--- config.mk ---
export PLATFORM = sky130hd
export DESIGN_NAME = booster_torque_shaper
export DESIGN_NICKNAME = d
export VERILOG_FILES = /design/src/bts_pkg.sv /design/src/bts_mul.sv /design/src/bts_div.sv /design/src/booster_torque_shaper.sv
export SDC_FILE = /design/constraint.sdc
export NUM_CORES = 1
export LEC_CHECK = 0
export CAP_MARGIN = 0
export CORE_ASPECT_RATIO = 1.2
export CORE_MARGIN = 2
export CORE_UTILIZATION = 55
export DETAILED_ROUTE_END_ITERATION = 12
export DONT_BUFFER_PORTS = 1
export HOLD_SLACK_MARGIN = 0.12
export PLACE_DENSITY_LB_ADDON = 0.1
export SLEW_MARGIN = 20
export SYNTH_ARGS = -nofsm -noshare
export SYNTH_HDL_FRONTEND = slang
export SYNTH_SLANG_ARGS = --single-unit
--- constraint.sdc ---
create_clock -name aclk -period 7 [get_ports aclk]
set_input_delay 0.35 -clock aclk [delete_from_list [all_inputs] [get_ports aclk]]
set_output_delay 0.35 -clock aclk [all_outputs]
set_load 0.01 [all_outputs]
--- src/bts_pkg.sv ---
// ----------------------------------------------------------------------------
// bts_pkg: shared constants and types of the booster torque shaper
// Field widths, register indexes, fixed-point constants and the request and
// response records of the serial multiply and divide units.
// ----------------------------------------------------------------------------
`timescale 1ns / 1ps

package bts_pkg;

    // field widths
    localparam int CurW     = 12;
    localparam int AngW     = 13;
    localparam int ScaleW   = 16;
    localparam int AlphaW   = 16;
    localparam int ErpmW    = 17;
    localparam int ErrW     = 16;
    localparam int OutW     = 18;
    localparam int AvgW     = 32;

    // configuration port
    localparam int CfgIdxW  = 4;
    localparam int CfgDataW = 16;

    localparam logic [CfgIdxW-1:0] REG_ACCEL_CURRENT = 4'd0;
    localparam logic [CfgIdxW-1:0] REG_ACCEL_ANGLE   = 4'd1;
    localparam logic [CfgIdxW-1:0] REG_ACCEL_RAMP    = 4'd2;
    localparam logic [CfgIdxW-1:0] REG_BRAKE_CURRENT = 4'd3;
    localparam logic [CfgIdxW-1:0] REG_BRAKE_ANGLE   = 4'd4;
    localparam logic [CfgIdxW-1:0] REG_BRAKE_RAMP    = 4'd5;
    localparam logic [CfgIdxW-1:0] REG_TORQUE_SCALE  = 4'd6;
    localparam logic [CfgIdxW-1:0] REG_ALPHA         = 4'd7;

    // serial units: 17 steps each
    localparam int MulW     = 17;
    localparam int ProdW    = 2 * MulW;
    localparam int DivW     = 17;
    localparam int DivRemW  = 18;

    // fixed-point constants
    localparam int ScaleFrac = 12;
    localparam int StiffFrac = 16;
    localparam int FracBits  = 14;
    localparam logic [ErpmW-1:0] ErpmMin  = 17'd3000;
    localparam logic [ErpmW-1:0] ErpmSpan = 17'd10000;
    localparam logic [MulW-1:0]  StiffOne = 17'h10000;

    typedef struct packed {
        logic            start;
        logic [MulW-1:0] a;
        logic [MulW-1:0] b;
    } mul_req_t;

    typedef struct packed {
        logic             done;
        logic [ProdW-1:0] prod;
    } mul_rsp_t;

    typedef struct packed {
        logic               start;
        logic [DivRemW-1:0] rem_init;
        logic [DivW-1:0]    num;
        logic [DivRemW-1:0] den;
    } div_req_t;

    typedef struct packed {
        logic            done;
        logic [DivW-1:0] quot;
    } div_rsp_t;

endpackage

--- src/bts_mul.sv ---
// ----------------------------------------------------------------------------
// bts_mul: bit-serial unsigned multiplier
// Shift-and-add, one multiplier bit per cycle.
// ----------------------------------------------------------------------------
`timescale 1ns / 1ps

module bts_mul (
    input  logic              aclk,
    input  logic              aresetn,
    input  bts_pkg::mul_req_t req,
    output bts_pkg::mul_rsp_t rsp
);
    import bts_pkg::*;

    localparam int CntW = $clog2(MulW);

    logic            busy_reg, busy_next;
    logic            done_reg, done_next;
    logic [CntW-1:0] cnt_reg, cnt_next;
    logic [MulW-1:0] a_reg, a_next;
    logic [MulW:0]   hi_reg, hi_next;
    logic [MulW-1:0] lo_reg, lo_next;
    logic [MulW:0]   sum;

    always_comb begin
        sum       = hi_reg + (lo_reg[0] ? {1'b0, a_reg} : '0);
        busy_next = busy_reg;
        done_next = 1'b0;
        cnt_next  = cnt_reg;
        a_next    = a_reg;
        hi_next   = hi_reg;
        lo_next   = lo_reg;
        if (req.start) begin
            busy_next = 1'b1;
            cnt_next  = '0;
            a_next    = req.a;
            hi_next   = '0;
            lo_next   = req.b;
        end else if (busy_reg) begin
            // partial sum shifts down into the spent multiplier bits
            hi_next  = {1'b0, sum[MulW:1]};
            lo_next  = {sum[0], lo_reg[MulW-1:1]};
            cnt_next = cnt_reg + 1'b1;
            if (cnt_reg == CntW'(MulW - 1)) begin
                busy_next = 1'b0;
                done_next = 1'b1;
            end
        end
    end

    always_ff @(posedge aclk) begin
        if (!aresetn) begin
            busy_reg <= 1'b0;
            done_reg <= 1'b0;
        end else begin
            busy_reg <= busy_next;
            done_reg <= done_next;
        end
    end

    always_ff @(posedge aclk) begin
        cnt_reg <= cnt_next;
        a_reg   <= a_next;
        hi_reg  <= hi_next;
        lo_reg  <= lo_next;
    end

    assign rsp.done = done_reg;
    assign rsp.prod = {hi_reg[MulW-1:0], lo_reg};

endmodule

--- src/bts_div.sv ---
// ----------------------------------------------------------------------------
// bts_div: bit-serial restoring divider
// Starts from a partial remainder below the divisor and shifts in 17 further
// dividend bits, one quotient bit per cycle.
// ----------------------------------------------------------------------------
`timescale 1ns / 1ps

module bts_div (
    input  logic              aclk,
    input  logic              aresetn,
    input  bts_pkg::div_req_t req,
    output bts_pkg::div_rsp_t rsp
);
    import bts_pkg::*;

    localparam int CntW = $clog2(DivW);

    logic               busy_reg, busy_next;
    logic               done_reg, done_next;
    logic [CntW-1:0]    cnt_reg, cnt_next;
    logic [DivRemW-1:0] rem_reg, rem_next;
    logic [DivRemW-1:0] den_reg, den_next;
    logic [DivW-1:0]    num_reg, num_next;
    logic [DivW-1:0]    quot_reg, quot_next;
    logic [DivRemW:0]   shifted;
    logic [DivRemW:0]   trial;
    logic               fits;

    always_comb begin
        shifted   = {rem_reg, num_reg[DivW-1]};
        trial     = shifted - {1'b0, den_reg};
        fits      = shifted >= {1'b0, den_reg};
        busy_next = busy_reg;
        done_next = 1'b0;
        cnt_next  = cnt_reg;
        rem_next  = rem_reg;
        den_next  = den_reg;
        num_next  = num_reg;
        quot_next = quot_reg;
        if (req.start) begin
            busy_next = 1'b1;
            cnt_next  = '0;
            rem_next  = req.rem_init;
            den_next  = req.den;
            num_next  = req.num;
        end else if (busy_reg) begin
            rem_next  = fits ? trial[DivRemW-1:0] : shifted[DivRemW-1:0];
            num_next  = {num_reg[DivW-2:0], 1'b0};
            quot_next = {quot_reg[DivW-2:0], fits};
            cnt_next  = cnt_reg + 1'b1;
            if (cnt_reg == CntW'(DivW - 1)) begin
                busy_next = 1'b0;
                done_next = 1'b1;
            end
        end
    end

    always_ff @(posedge aclk) begin
        if (!aresetn) begin
            busy_reg <= 1'b0;
            done_reg <= 1'b0;
        end else begin
            busy_reg <= busy_next;
            done_reg <= done_next;
        end
    end

    always_ff @(posedge aclk) begin
        cnt_reg  <= cnt_next;
        rem_reg  <= rem_next;
        den_reg  <= den_next;
        num_reg  <= num_next;
        quot_reg <= quot_next;
    end

    assign rsp.done = done_reg;
    assign rsp.quot = quot_reg;

endmodule

--- src/booster_torque_shaper.sv ---
// ----------------------------------------------------------------------------
// booster_torque_shaper: speed-dependent booster torque with smoothing
// Usage:
//   Configuration registers are written through cfg_wr_en / cfg_index /
//   cfg_wdata while the block is idle; unknown indexes are ignored.
//   One input transfer (braking flag, speed, angle error) on s_* gives one
//   result transfer (smoothed signed torque) on m_*.
//   An item runs through one bit-serial multiplier and one bit-serial divider,
//   five passes of 17 steps each (base torque, stiffness, brake scaling or
//   start angle division, ramp product, ramp division), then 16 steps of the
//   averaging multiply-accumulate, one alpha bit per step. One item is in
//   flight at a time.
//   s_ready is high while the sequencer is idle, also while a finished result
//   still waits in the output register. If the receiver stalls, the next item
//   runs to completion and then waits until the output register is free.
//   Reset (synchronous, active low) restores register defaults and clears the
//   torque average and all handshake state.
// ----------------------------------------------------------------------------
`timescale 1ns / 1ps

module booster_torque_shaper (
    input  logic                              aclk,
    input  logic                              aresetn,
    input  logic                              cfg_wr_en,
    input  logic [bts_pkg::CfgIdxW-1:0]       cfg_index,
    input  logic [bts_pkg::CfgDataW-1:0]      cfg_wdata,
    input  logic                              s_valid,
    output logic                              s_ready,
    input  logic                              s_is_braking,
    input  logic [bts_pkg::ErpmW-1:0]         s_speed_erpm,
    input  logic signed [bts_pkg::ErrW-1:0]   s_angle_error,
    output logic                              m_valid,
    input  logic                              m_ready,
    output logic signed [bts_pkg::OutW-1:0]   m_boost_torque
);
    import bts_pkg::*;

    localparam logic [3:0] ST_IDLE    = 4'd0;
    localparam logic [3:0] ST_MUL_T   = 4'd1;
    localparam logic [3:0] ST_DIV_S   = 4'd2;
    localparam logic [3:0] ST_ADJ_MUL = 4'd3;
    localparam logic [3:0] ST_ADJ_DIV = 4'd4;
    localparam logic [3:0] ST_CMP     = 4'd5;
    localparam logic [3:0] ST_MUL_D   = 4'd6;
    localparam logic [3:0] ST_DIV_R   = 4'd7;
    localparam logic [3:0] ST_DIFF    = 4'd8;
    localparam logic [3:0] ST_AVG     = 4'd9;
    localparam logic [3:0] ST_UPD     = 4'd10;
    localparam logic [3:0] ST_OUT     = 4'd11;

    localparam int AvgCntW = $clog2(AlphaW);
    localparam int DiffW   = AvgW + 1;
    localparam int AccW    = AvgW + 2;
    localparam int SumW    = AvgW + 3;
    localparam int YW      = AvgW + 1 - FracBits;

    // configuration registers
    logic [CurW-1:0]   accel_current_reg, brake_current_reg;
    logic [AngW-1:0]   accel_angle_reg, accel_ramp_reg;
    logic [AngW-1:0]   brake_angle_reg, brake_ramp_reg;
    logic [ScaleW-1:0] torque_scale_reg;
    logic [AlphaW-1:0] smoothing_alpha_reg;

    // control
    logic [3:0]         state_reg, state_next;
    logic               m_valid_reg, m_valid_next;
    logic signed [AvgW-1:0] avg_reg, avg_next;
    mul_req_t           mul_req_reg, mul_req_next;
    div_req_t           div_req_reg, div_req_next;
    mul_rsp_t           mul_rsp;
    div_rsp_t           div_rsp;

    // item payload
    logic               brk_reg, brk_next;
    logic [ErpmW-1:0]   erpm_reg, erpm_next;
    logic               neg_reg, neg_next;
    logic [MulW-1:0]    magerr_reg, magerr_next;
    logic [AngW-1:0]    ang_reg, ang_next;
    logic [AngW-1:0]    ramp_reg, ramp_next;
    logic [MulW-1:0]    t_reg, t_next;
    logic               zero_reg, zero_next;
    logic               full_reg, full_next;
    logic [MulW-1:0]    mag_reg, mag_next;
    logic signed [DiffW-1:0] diff_reg, diff_next;
    logic signed [AccW-1:0]  acc_reg, acc_next;
    logic [AlphaW-1:0]  alpha_reg, alpha_next;
    logic [AvgCntW-1:0] cnt_reg, cnt_next;
    logic signed [OutW-1:0] out_reg, out_next;

    // combinational helpers
    logic [MulW-1:0]    err_ext;
    logic [MulW-1:0]    magerr_in;
    logic               erpm_over;
    logic [ErpmW-1:0]   erpm_ex;
    logic               ex_sat;
    logic [MulW-1:0]    stiff;
    logic [MulW-1:0]    d_val;
    logic signed [AvgW-1:0]  x_pos;
    logic signed [DiffW-1:0] x_ext;
    logic signed [DiffW-1:0] avg_ext;
    logic signed [AccW-1:0]  addend;
    logic signed [AccW-1:0]  acc_sum;
    logic signed [SumW-1:0]  new_avg;
    logic signed [DiffW-1:0] y_sum;
    logic signed [YW-1:0]    y_val;
    logic signed [OutW-1:0]  y_sat;

    bts_mul u_mul (
        .aclk    (aclk),
        .aresetn (aresetn),
        .req     (mul_req_reg),
        .rsp     (mul_rsp)
    );

    bts_div u_div (
        .aclk    (aclk),
        .aresetn (aresetn),
        .req     (div_req_reg),
        .rsp     (div_rsp)
    );

    always_ff @(posedge aclk) begin
        if (!aresetn) begin
            accel_current_reg   <= '0;
            accel_angle_reg     <= '0;
            accel_ramp_reg      <= AngW'(256);
            brake_current_reg   <= '0;
            brake_angle_reg     <= '0;
            brake_ramp_reg      <= AngW'(256);
            torque_scale_reg    <= ScaleW'(4096);
            smoothing_alpha_reg <= '1;
        end else if (cfg_wr_en) begin
            case (cfg_index)
                REG_ACCEL_CURRENT: accel_current_reg   <= cfg_wdata[CurW-1:0];
                REG_ACCEL_ANGLE:   accel_angle_reg     <= cfg_wdata[AngW-1:0];
                REG_ACCEL_RAMP:    accel_ramp_reg      <= cfg_wdata[AngW-1:0];
                REG_BRAKE_CURRENT: brake_current_reg   <= cfg_wdata[CurW-1:0];
                REG_BRAKE_ANGLE:   brake_angle_reg     <= cfg_wdata[AngW-1:0];
                REG_BRAKE_RAMP:    brake_ramp_reg      <= cfg_wdata[AngW-1:0];
                REG_TORQUE_SCALE:  torque_scale_reg    <= cfg_wdata[ScaleW-1:0];
                REG_ALPHA:         smoothing_alpha_reg <= cfg_wdata[AlphaW-1:0];
                default: begin
                end
            endcase
        end
    end

    always_comb begin
        // magnitude of the angle error; the most negative value gives 32768
        err_ext   = {s_angle_error[ErrW-1], s_angle_error};
        magerr_in = s_angle_error[ErrW-1] ? (~err_ext + 1'b1) : err_ext;

        erpm_over = erpm_reg > ErpmMin;
        erpm_ex   = erpm_reg - ErpmMin;
        ex_sat    = erpm_ex >= ErpmSpan;
        // divider ran one step long, so drop the last quotient bit
        if (!erpm_over) begin
            stiff = '0;
        end else if (ex_sat) begin
            stiff = StiffOne;
        end else begin
            stiff = {1'b0, div_rsp.quot[DivW-1:1]};
        end

        d_val   = magerr_reg - {{(MulW-AngW){1'b0}}, ang_reg};
        x_pos   = {1'b0, mag_reg[AvgW-FracBits-2:0], {FracBits{1'b0}}};
        x_ext   = neg_reg ? -{x_pos[AvgW-1], x_pos} : {x_pos[AvgW-1], x_pos};
        avg_ext = {avg_reg[AvgW-1], avg_reg};
        addend  = alpha_reg[0] ? {diff_reg[DiffW-1], diff_reg} : '0;
        acc_sum = acc_reg + addend;
        new_avg = {{3{avg_reg[AvgW-1]}}, avg_reg} + {acc_reg[AccW-1], acc_reg};
        y_sum   = avg_ext + DiffW'(1 << (FracBits - 1));
        y_val   = y_sum[DiffW-1:FracBits];
        if (y_val[YW-1] != y_val[OutW-1]) begin
            y_sat = y_val[YW-1] ? {1'b1, {(OutW-1){1'b0}}} : {1'b0, {(OutW-1){1'b1}}};
        end else begin
            y_sat = y_val[OutW-1:0];
        end

        state_next         = state_reg;
        m_valid_next       = m_valid_reg && !m_ready;
        avg_next           = avg_reg;
        mul_req_next       = mul_req_reg;
        mul_req_next.start = 1'b0;
        div_req_next       = div_req_reg;
        div_req_next.start = 1'b0;
        brk_next           = brk_reg;
        erpm_next          = erpm_reg;
        neg_next           = neg_reg;
        magerr_next        = magerr_reg;
        ang_next           = ang_reg;
        ramp_next          = ramp_reg;
        t_next             = t_reg;
        zero_next          = zero_reg;
        full_next          = full_reg;
        mag_next           = mag_reg;
        diff_next          = diff_reg;
        acc_next           = acc_reg;
        alpha_next         = alpha_reg;
        cnt_next           = cnt_reg;
        out_next           = out_reg;

        case (state_reg)
            ST_IDLE: begin
                if (s_valid) begin
                    brk_next           = s_is_braking;
                    erpm_next          = s_speed_erpm;
                    neg_next           = s_angle_error[ErrW-1];
                    magerr_next        = magerr_in;
                    ang_next           = s_is_braking ? brake_angle_reg : accel_angle_reg;
                    ramp_next          = s_is_braking ? brake_ramp_reg : accel_ramp_reg;
                    mul_req_next.start = 1'b1;
                    mul_req_next.a     = MulW'(s_is_braking ? brake_current_reg
                                                            : accel_current_reg);
                    mul_req_next.b     = MulW'(torque_scale_reg);
                    state_next         = ST_MUL_T;
                end
            end
            ST_MUL_T: begin
                if (mul_rsp.done) begin
                    t_next                = mul_rsp.prod[ScaleFrac +: MulW];
                    div_req_next.start    = 1'b1;
                    div_req_next.rem_init = ex_sat ? '0 : DivRemW'(erpm_ex);
                    div_req_next.num      = '0;
                    div_req_next.den      = DivRemW'(ErpmSpan);
                    state_next            = ST_DIV_S;
                end
            end
            ST_DIV_S: begin
                if (div_rsp.done) begin
                    if (brk_reg) begin
                        mul_req_next.start = 1'b1;
                        mul_req_next.a     = t_reg;
                        mul_req_next.b     = stiff;
                        state_next         = ST_ADJ_MUL;
                    end else begin
                        div_req_next.start    = 1'b1;
                        div_req_next.rem_init = DivRemW'(ang_reg);
                        div_req_next.num      = '0;
                        div_req_next.den      = {1'b0, stiff} + {1'b0, StiffOne};
                        state_next            = ST_ADJ_DIV;
                    end
                end
            end
            ST_ADJ_MUL: begin
                if (mul_rsp.done) begin
                    t_next     = t_reg + mul_rsp.prod[StiffFrac +: MulW];
                    state_next = ST_CMP;
                end
            end
            ST_ADJ_DIV: begin
                if (div_rsp.done) begin
                    ang_next   = div_rsp.quot[AngW:1];
                    state_next = ST_CMP;
                end
            end
            ST_CMP: begin
                zero_next          = magerr_reg <= MulW'(ang_reg);
                full_next          = d_val >= MulW'(ramp_reg);
                mul_req_next.start = 1'b1;
                mul_req_next.a     = t_reg;
                mul_req_next.b     = d_val;
                state_next         = ST_MUL_D;
            end
            ST_MUL_D: begin
                if (mul_rsp.done) begin
                    // where d is below the ramp, the product is below t * ramp, so its top part is below the ramp
                    div_req_next.start    = 1'b1;
                    div_req_next.rem_init = DivRemW'(mul_rsp.prod[DivW +: AngW]);
                    div_req_next.num      = mul_rsp.prod[DivW-1:0];
                    div_req_next.den      = DivRemW'(ramp_reg);
                    state_next            = ST_DIV_R;
                end
            end
            ST_DIV_R: begin
                if (div_rsp.done) begin
                    if (zero_reg) begin
                        mag_next = '0;
                    end else if (full_reg) begin
                        mag_next = t_reg;
                    end else begin
                        mag_next = div_rsp.quot;
                    end
                    state_next = ST_DIFF;
                end
            end
            ST_DIFF: begin
                diff_next  = x_ext - avg_ext;
                acc_next   = '0;
                alpha_next = smoothing_alpha_reg;
                cnt_next   = '0;
                state_next = ST_AVG;
            end
            ST_AVG: begin
                // LSB-first multiply, arithmetic shift keeps the floor exact
                acc_next   = {acc_sum[AccW-1], acc_sum[AccW-1:1]};
                alpha_next = {1'b0, alpha_reg[AlphaW-1:1]};
                cnt_next   = cnt_reg + 1'b1;
                if (cnt_reg == AvgCntW'(AlphaW - 1)) begin
                    state_next = ST_UPD;
                end
            end
            ST_UPD: begin
                if (new_avg > $signed({{(SumW-AvgW+1){1'b0}}, {(AvgW-1){1'b1}}})) begin
                    avg_next = {1'b0, {(AvgW-1){1'b1}}};
                end else if (new_avg < $signed({{(SumW-AvgW+1){1'b1}},
                                                {(AvgW-1){1'b0}}})) begin
                    avg_next = {1'b1, {(AvgW-1){1'b0}}};
                end else begin
                    avg_next = new_avg[AvgW-1:0];
                end
                state_next = ST_OUT;
            end
            ST_OUT: begin
                if (!m_valid_reg || m_ready) begin
                    out_next     = y_sat;
                    m_valid_next = 1'b1;
                    state_next   = ST_IDLE;
                end
            end
            default: begin
                state_next = ST_IDLE;
            end
        endcase
    end

    always_ff @(posedge aclk) begin
        if (!aresetn) begin
            state_reg   <= ST_IDLE;
            m_valid_reg <= 1'b0;
            avg_reg     <= '0;
            mul_req_reg <= '0;
            div_req_reg <= '0;
        end else begin
            state_reg   <= state_next;
            m_valid_reg <= m_valid_next;
            avg_reg     <= avg_next;
            mul_req_reg <= mul_req_next;
            div_req_reg <= div_req_next;
        end
    end

    always_ff @(posedge aclk) begin
        brk_reg    <= brk_next;
        erpm_reg   <= erpm_next;
        neg_reg    <= neg_next;
        magerr_reg <= magerr_next;
        ang_reg    <= ang_next;
        ramp_reg   <= ramp_next;
        t_reg      <= t_next;
        zero_reg   <= zero_next;
        full_reg   <= full_next;
        mag_reg    <= mag_next;
        diff_reg   <= diff_next;
        acc_reg    <= acc_next;
        alpha_reg  <= alpha_next;
        cnt_reg    <= cnt_next;
        out_reg    <= out_next;
    end

    assign s_ready        = (state_reg == ST_IDLE);
    assign m_valid        = m_valid_reg;
    assign m_boost_torque = out_reg;

`ifndef SYNTH
    a_accept_starts: assert property (@(posedge aclk) disable iff (!aresetn)
        (s_valid && s_ready) |=> (state_reg == ST_MUL_T && mul_req_reg.start))
        else $error("transfer in did not start the base torque product");

    a_mul_done_state: assert property (@(posedge aclk) disable iff (!aresetn)
        mul_rsp.done |-> (state_reg == ST_MUL_T || state_reg == ST_ADJ_MUL
                          || state_reg == ST_MUL_D))
        else $error("multiplier finished while sequencer not waiting on it");

    a_div_done_state: assert property (@(posedge aclk) disable iff (!aresetn)
        div_rsp.done |-> (state_reg == ST_DIV_S || state_reg == ST_ADJ_DIV
                          || state_reg == ST_DIV_R))
        else $error("divider finished while sequencer not waiting on it");

    a_out_from_seq: assert property (@(posedge aclk) disable iff (!aresetn)
        $rose(m_valid_reg) |-> $past(state_reg == ST_OUT))
        else $error("result valid raised outside the output step");
`endif

endmodule

==> flow_summary.toml, run 1 <==
[final_layout]
final_common_cell = "edfxtp_1"
n_antenna_cell = 0
fill_cells = 4582
multi_input_area_um2 = 15050
largest_reg_flops = 53
final_layout_size_suffix_gt1_share_pct = 8.766
final_cell_mix = "edfxtp_1, nand2_1, nor2_1"
fin_nets = 3267
seq_area_um2 = 14480
area_growth_pct = 10.66

[sta]
fin_tns_setup_ns = 0
rsz0062_at_grt = "false"
clock.fmax_ghz = 0.2251
slew_violations = 0
finalSetupViolations = 0
worstMarginPinSlew_ns = 1.115
relSlewSlack_pct = 25.66
fin_crit_ns = 4.443
setup_ws_ns = 2.557
clock_skew_ns = 0.02755
period_share_pct = 63.47
finalHoldViolCount = 0

[clock_network]
clk_latency_ns = 0.63
cts_made_buffers = 56
cts_tree = "yes"
ctsResizeCount = 0
root_buffer = "clkbuf_16"
path_clk_slew_ns = 0.06
cts_max_path_buffers = 3
cts.sinks = 570
htree_levels = 2

[global_route]
grt_max_degree = 98
antenna_found_initial = 1
grt_use_total_pct = 28.57
overflow = 0
grt_pass1_wl_mm = 127.4
grt_pass1_vias = 23091

[status]
status = "finished clean"

[place]
routabilityCongestion = 0.9407
port_buffers = 0
place_worst_setup_slack_ns = 2.413
place_hpwl_mm = 58.11

[pwr]
p_leak_uw = 0.01298
max-vdd-ir-drop_mv = 0.2026
power.density_nw_per_um2 = 276.8

[critical_path]
critPathLaunchType = "flip-flop"
crit_fanout = 24
cp.arrival_ns = 4.97
required_ns = 7.52
critPathCaptureType = "flip-flop"
critPathKind = "flip-flop to flip-flop"

[logic_synthesis]
async_flop_share_pct = 0
synth_ff_type = "edfxtp_1"
ys_ff_latch = 570
synth_edf_count = 306
yosys_warnings = 0
synthCells = 3028
syn-cell-area_um2 = 30460
ys_types = 81
yosysSeqAreaShare_pct = 47.52
syn-num-nets = 3263
synth.avg_cell_area_um2 = 10.06

[floorplan]
dieArea_um2 = 57290
row_count = 94
initial_utilization_pct = 55.57
die_h_um = 261.8
die_x_um = 218.8
pin_count = 79
core_area_um2 = 54810

[detailed_routing]
via_per_inst = 6.077
wirelength_mm = 81.86
dr.pass1.iters = 9
postRouteAntennaNets = 0
dr_total_vias = 23093
wl_per_cell_um = 21.54
drtIter0Drc = 2008
route.detailed.drc = 0

[min_path]
hp-class = "primary input to flip-flop"

[run]
maxCapViolations = 0
[kinds of logic (layout without fill, tap and decap cells)]
logic type               Yosys count  count (layout)  share of synthesized area [%]
AND/OR/NAND/NOR                  906             906                          13.84
AO/OA/AOI/OAI                    721             721                          15.63
flip-flops                       570             570                          47.52
buffers and inverters            267             319                          3.327
XOR/XNOR                         198             198                          5.693
multiplexers                     189             189                          6.597
adder cells (fa/ha/maj)          176             176                          7.378
other                              1               1                        0.01231
[cells in the mapped netlist, drive strengths merged, types with 13 or more instances]
master	n	share of area, %
buf	14	0.21
xor2	64	1.8
nand2	281	3.5
mux2	94	3.5
xnor2	134	3.9
nor2b	24	0.49
a211oi	13	0.34
inv	116	1.4
and2	64	1.3
a21oi	236	3.9
edfxtp	306	30
o31ai	16	0.39
a21o	67	1.7
nor3	44	0.74
nand4	22	0.45
a221oi	40	1.5
o21ai	162	2.7
mux2i	95	3.1
nand2b	29	0.60
a22oi	30	0.74
a31oi	20	0.41
and3	23	0.47
a222oi	39	1.3
ha	170	7.0
nand3	63	1.0
dfxtp	264	17
clkbuf	135	1.7
nor2	279	3.4
[routing by layer]
layer | vias up | global-route usage [%] | part of all wire, %
met3 | 210 | 3.438 | 4.8
li1 | 11031 | - | -
met1 | 11177 | 33.29 | 39
met2 | 673 | 50.37 | 50
met4 | 2 | 17.44 | 6.6
met5 | - | 0 | 0.016
[through the flow]
stage                     power [µW]  cell area [µm²]  util, %  hold WS, ns  cells
after floorplan                 5624            30460        -       0.4072   3028
after global placement          6125            31070    56.70       0.4149   3625
after detailed placement        6191            31070    56.70       0.4162   3625
after CTS                       9344            33680    61.45       0.1213   3799
after global routing            9759            33700    61.50       0.1358   3800
final                           9329            33700    61.50       0.1480   3800
[critical path, stage by stage (launching register included)]
cell	delay (ns)
dfxtp_1	0.41
ha_1	0.20
inv_1	0.05
fa_1	0.40
nor2b_1	0.15
o31a_1	0.20
nor4b_1	0.08
o21ai_1	0.41
nand4_1	0.24
a211oi_1	0.56
o41a_1	0.24
o311ai_0	0.25
nor3_4	0.36
buf_4	0.35
o21bai_1	0.15
a221oi_2	0.26
[cell type report]
class,count,share of cell area (%)
Clock buffer,78,4.796
Clock inverter,28,0.8278
Inverter,118,1.329
Multi-Input combinational cell,2191,44.66
Sequential cell,570,42.95
Tap cell,720,2.673
Timing Repair Buffer,95,2.762
[what timing repair did]
item	CTS	global route
setup buffers	0	0
hold buffers	68	0
hold endpoints to repair	202	0
[path summary, 6_finish.rpt]
path	endpoint	startpoint	depth (start not counted)	slack [ns]
worst min register to register	u_div.den_reg[16]$_DFFE_PP_	div_req_reg[16]$_SDFFE_PN0P_	0	0.43
worst min-delay path	mul_req_reg[21]$_SDFFE_PN0P_	s_is_braking	3	0.15
worst max-delay path	avg_reg[1]$_SDFFE_PN0P_	avg_reg[0]$_SDFFE_PN0P_	15	2.56
worst max register to register	avg_reg[1]$_SDFFE_PN0P_	avg_reg[0]$_SDFFE_PN0P_	15	2.56
[where the power goes]
| group | switching (µW) | total, µW | internal [µW] |
|---|---|---|---|
| clock | 1340 | 3110 | 1770 |
| combinational | 1180 | 2020 | 839 |
| sequential | 348 | 4200 | 3850 |
(Power assumes the default switching activity.)
==> run 2, diff against run 1 <==
- clock period: 7 -> 3.76 ns (I/O delays scaled with it)
==> run 2 against run 1 <==
Compared with the run above: die area did not move; via count rose by 2.5%; sequential share of layout area fell by 1.4 points; combinational power rose by 110%; clock skew fell by 0.013 ns; cell area rose by 3.4%; cell count rose by 2.6%; sequential cell count did not move; critical path depth rose by 1; worst setup slack got worse by 2.6 ns; first-iteration DRC count fell by 6.0%; clock power rose by 86%; largest power group unchanged; highest routed layer is now met4.
==> flow_summary.toml, run 2 (synthesized netlist as in run 1, its figures left out) <==
[pwr]
p_leak_uw = 0.01388
power.density_nw_per_um2 = 509.8
power_uw = 17760
p_clk_share_pct = 32.6
max-vdd-ir-drop_mv = 0.4419
p_sw_share_pct = 30.91
pwr-share-seq_pct = 43.8
p_int_uw = 12270
comb_power_share_pct = 23.6
switchingPower_uw = 5491

[clock_network]
cts.sinks = 570
clk_latency_ns = 0.62
htree_levels = 2
cts_made_buffers = 57
cts_max_path_buffers = 3
cts_tree = "yes"
path_clk_slew_ns = 0.07
root_buffer = "clkbuf_16"

[detailed_routing]
wl_per_cell_um = 22.09
dr_total_vias = 23660
postRouteAntennaNets = 0
dr.pass1.iters = 6
via_per_inst = 6.068
drtIter0Drc = 1887
wirelength_mm = 86.12
route.detailed.drc = 0

[sta]
slew_violations = 0
fin_crit_ns = 3.754
finalSetupViolations = 0
period_share_pct = 99.83
clock.fmax_ghz = 0.2664
clock_skew_ns = 0.01445
finalHoldViolCount = 0
relSlewSlack_pct = 22.07
rsz0062_at_grt = "true"
worstMarginPinSlew_ns = 1.169
holdWs_ns = 0.1600

[final_layout]
fin_nets = 3366
area_growth_pct = 14.39
final_common_cell = "edfxtp_1"
fin_cells = 3899
largest_reg_flops = 53
final_cell_mix = "edfxtp_1, nand2_1, nor2_1"
fill_cells = 4543
final_layout_size_suffix_gt1_share_pct = 12.65
n_antenna_cell = 0

[critical_path]
required_ns = 4.22
cp.arrival_ns = 4.21
critPathKind = "flip-flop to flip-flop"
crit_fanout = 24
critPathLaunchType = "flip-flop"
critPathCaptureType = "flip-flop"

[global_route]
grt_max_degree = 97
overflow = 0
grt_use_total_pct = 29.51
antenna_found_initial = 1
grt_pass1_wl_mm = 131.0
grt_pass1_vias = 23256

[floorplan]
pin_count = 79
die_h_um = 261.8
initial_utilization_pct = 55.57
dieArea_um2 = 57290
core_area_um2 = 54810
row_count = 94
die_x_um = 218.8

[status]
status = "finished clean"

[place]
routabilityCongestion = 0.9211
place_hpwl_mm = 60.85
dp_cells = 3691
port_buffers = 0

[min_path]
hp-class = "primary input to flip-flop"

[run]
maxCapViolations = 0
[run 2: critical path: stages, from the launching register on]
cell and delay (ns):
edfxtp_1 0.42, ha_1 0.22, inv_1 0.07, fa_1 0.21, nor2b_1 0.07, o31a_1 0.28, nor4b_1 0.29, o21ai_1 0.17
nand4_1 0.21, a211oi_2 0.12, buf_4 0.16, o41a_1 0.40, o311ai_1 0.19, nand3_1 0.25, a21oi_4 0.24, buf_12 0.21
a221oi_2 0.08
[run 2: stage by stage]
step | area, µm² | utilization [%] | TNS [ns] | setup slack [ns]
floorplan | 30460 | - | 0 | 0.2245
global placement | 31620 | 57.70 | -0.1282 | -0.02071
detailed placement | 31620 | 57.70 | -1.307 | -0.1165
CTS | 34480 | 62.91 | 0 | 0.002957
global route | 34840 | 63.57 | -2.937 | -0.1299
finish | 34840 | 63.57 | 0 | 0.006231
[run 2: repair_timing]
item                                   CTS  global route
endpoints found under the hold margin  289             0
hold buffers                            81             0
cloned                                   1             1
gates resized for setup                 14            51
buffers inserted                         4            14
setup endpoints to repair               36            45
pin swaps                                0            21
[run 2: routing by layer]
layer / track usage (%) / vias up / wire length (µm)
met5: 0 / - / 0
met4: 14.77 / 0 / 4545
met3: 3.380 / 175 / 3974
met2: 53.31 / 687 / 44040
met1: 34.67 / 11562 / 33570
li1: - / 11236 / -
[run 2: power groups by stage]
stage / registers, µW / clock network, µW / logic (µW)
2_1_floorplan: 7540 / 0 / 2930
3_3_place_gp: 7890 / 0 / 3790
3_5_place_dp: 7890 / 0 / 3870
4_1_cts: 7760 / 5880 / 4050
5_1_grt: 7810 / 6110 / 4620
6_report: 7780 / 5790 / 4190
[run 2: cell type report]
class                      count  area [µm²]  share of cell area [%]
clock buffer                  82        1684                   4.833
clock inverter                25       214.0                  0.6140
inverter                     118       447.9                   1.286
multi-input combinational   2191       15320                   43.97
sequential                   570       14480                   41.55
tap                          720       900.9                   2.585
timing repair buffer         193        1799                   5.164
[run 2: path summary, 6_finish.rpt]
check | slack (ns) | from | cells past startpoint | to
worst max register to register | 0.006 | acc_reg[0]$_SDFFCE_PN0P_ | 16 | avg_reg[1]$_SDFFE_PN0P_
worst max-delay path | 0.006 | acc_reg[0]$_SDFFCE_PN0P_ | 16 | avg_reg[1]$_SDFFE_PN0P_
worst min register to register | 0.43 | mul_req_reg[29]$_SDFFE_PN0P_ | 0 | u_mul.a_reg[12]$_DFFE_PP_
worst min-delay path | 0.16 | cfg_index[1] | 3 | brake_current_reg[0]$_SDFFE_PN0P_
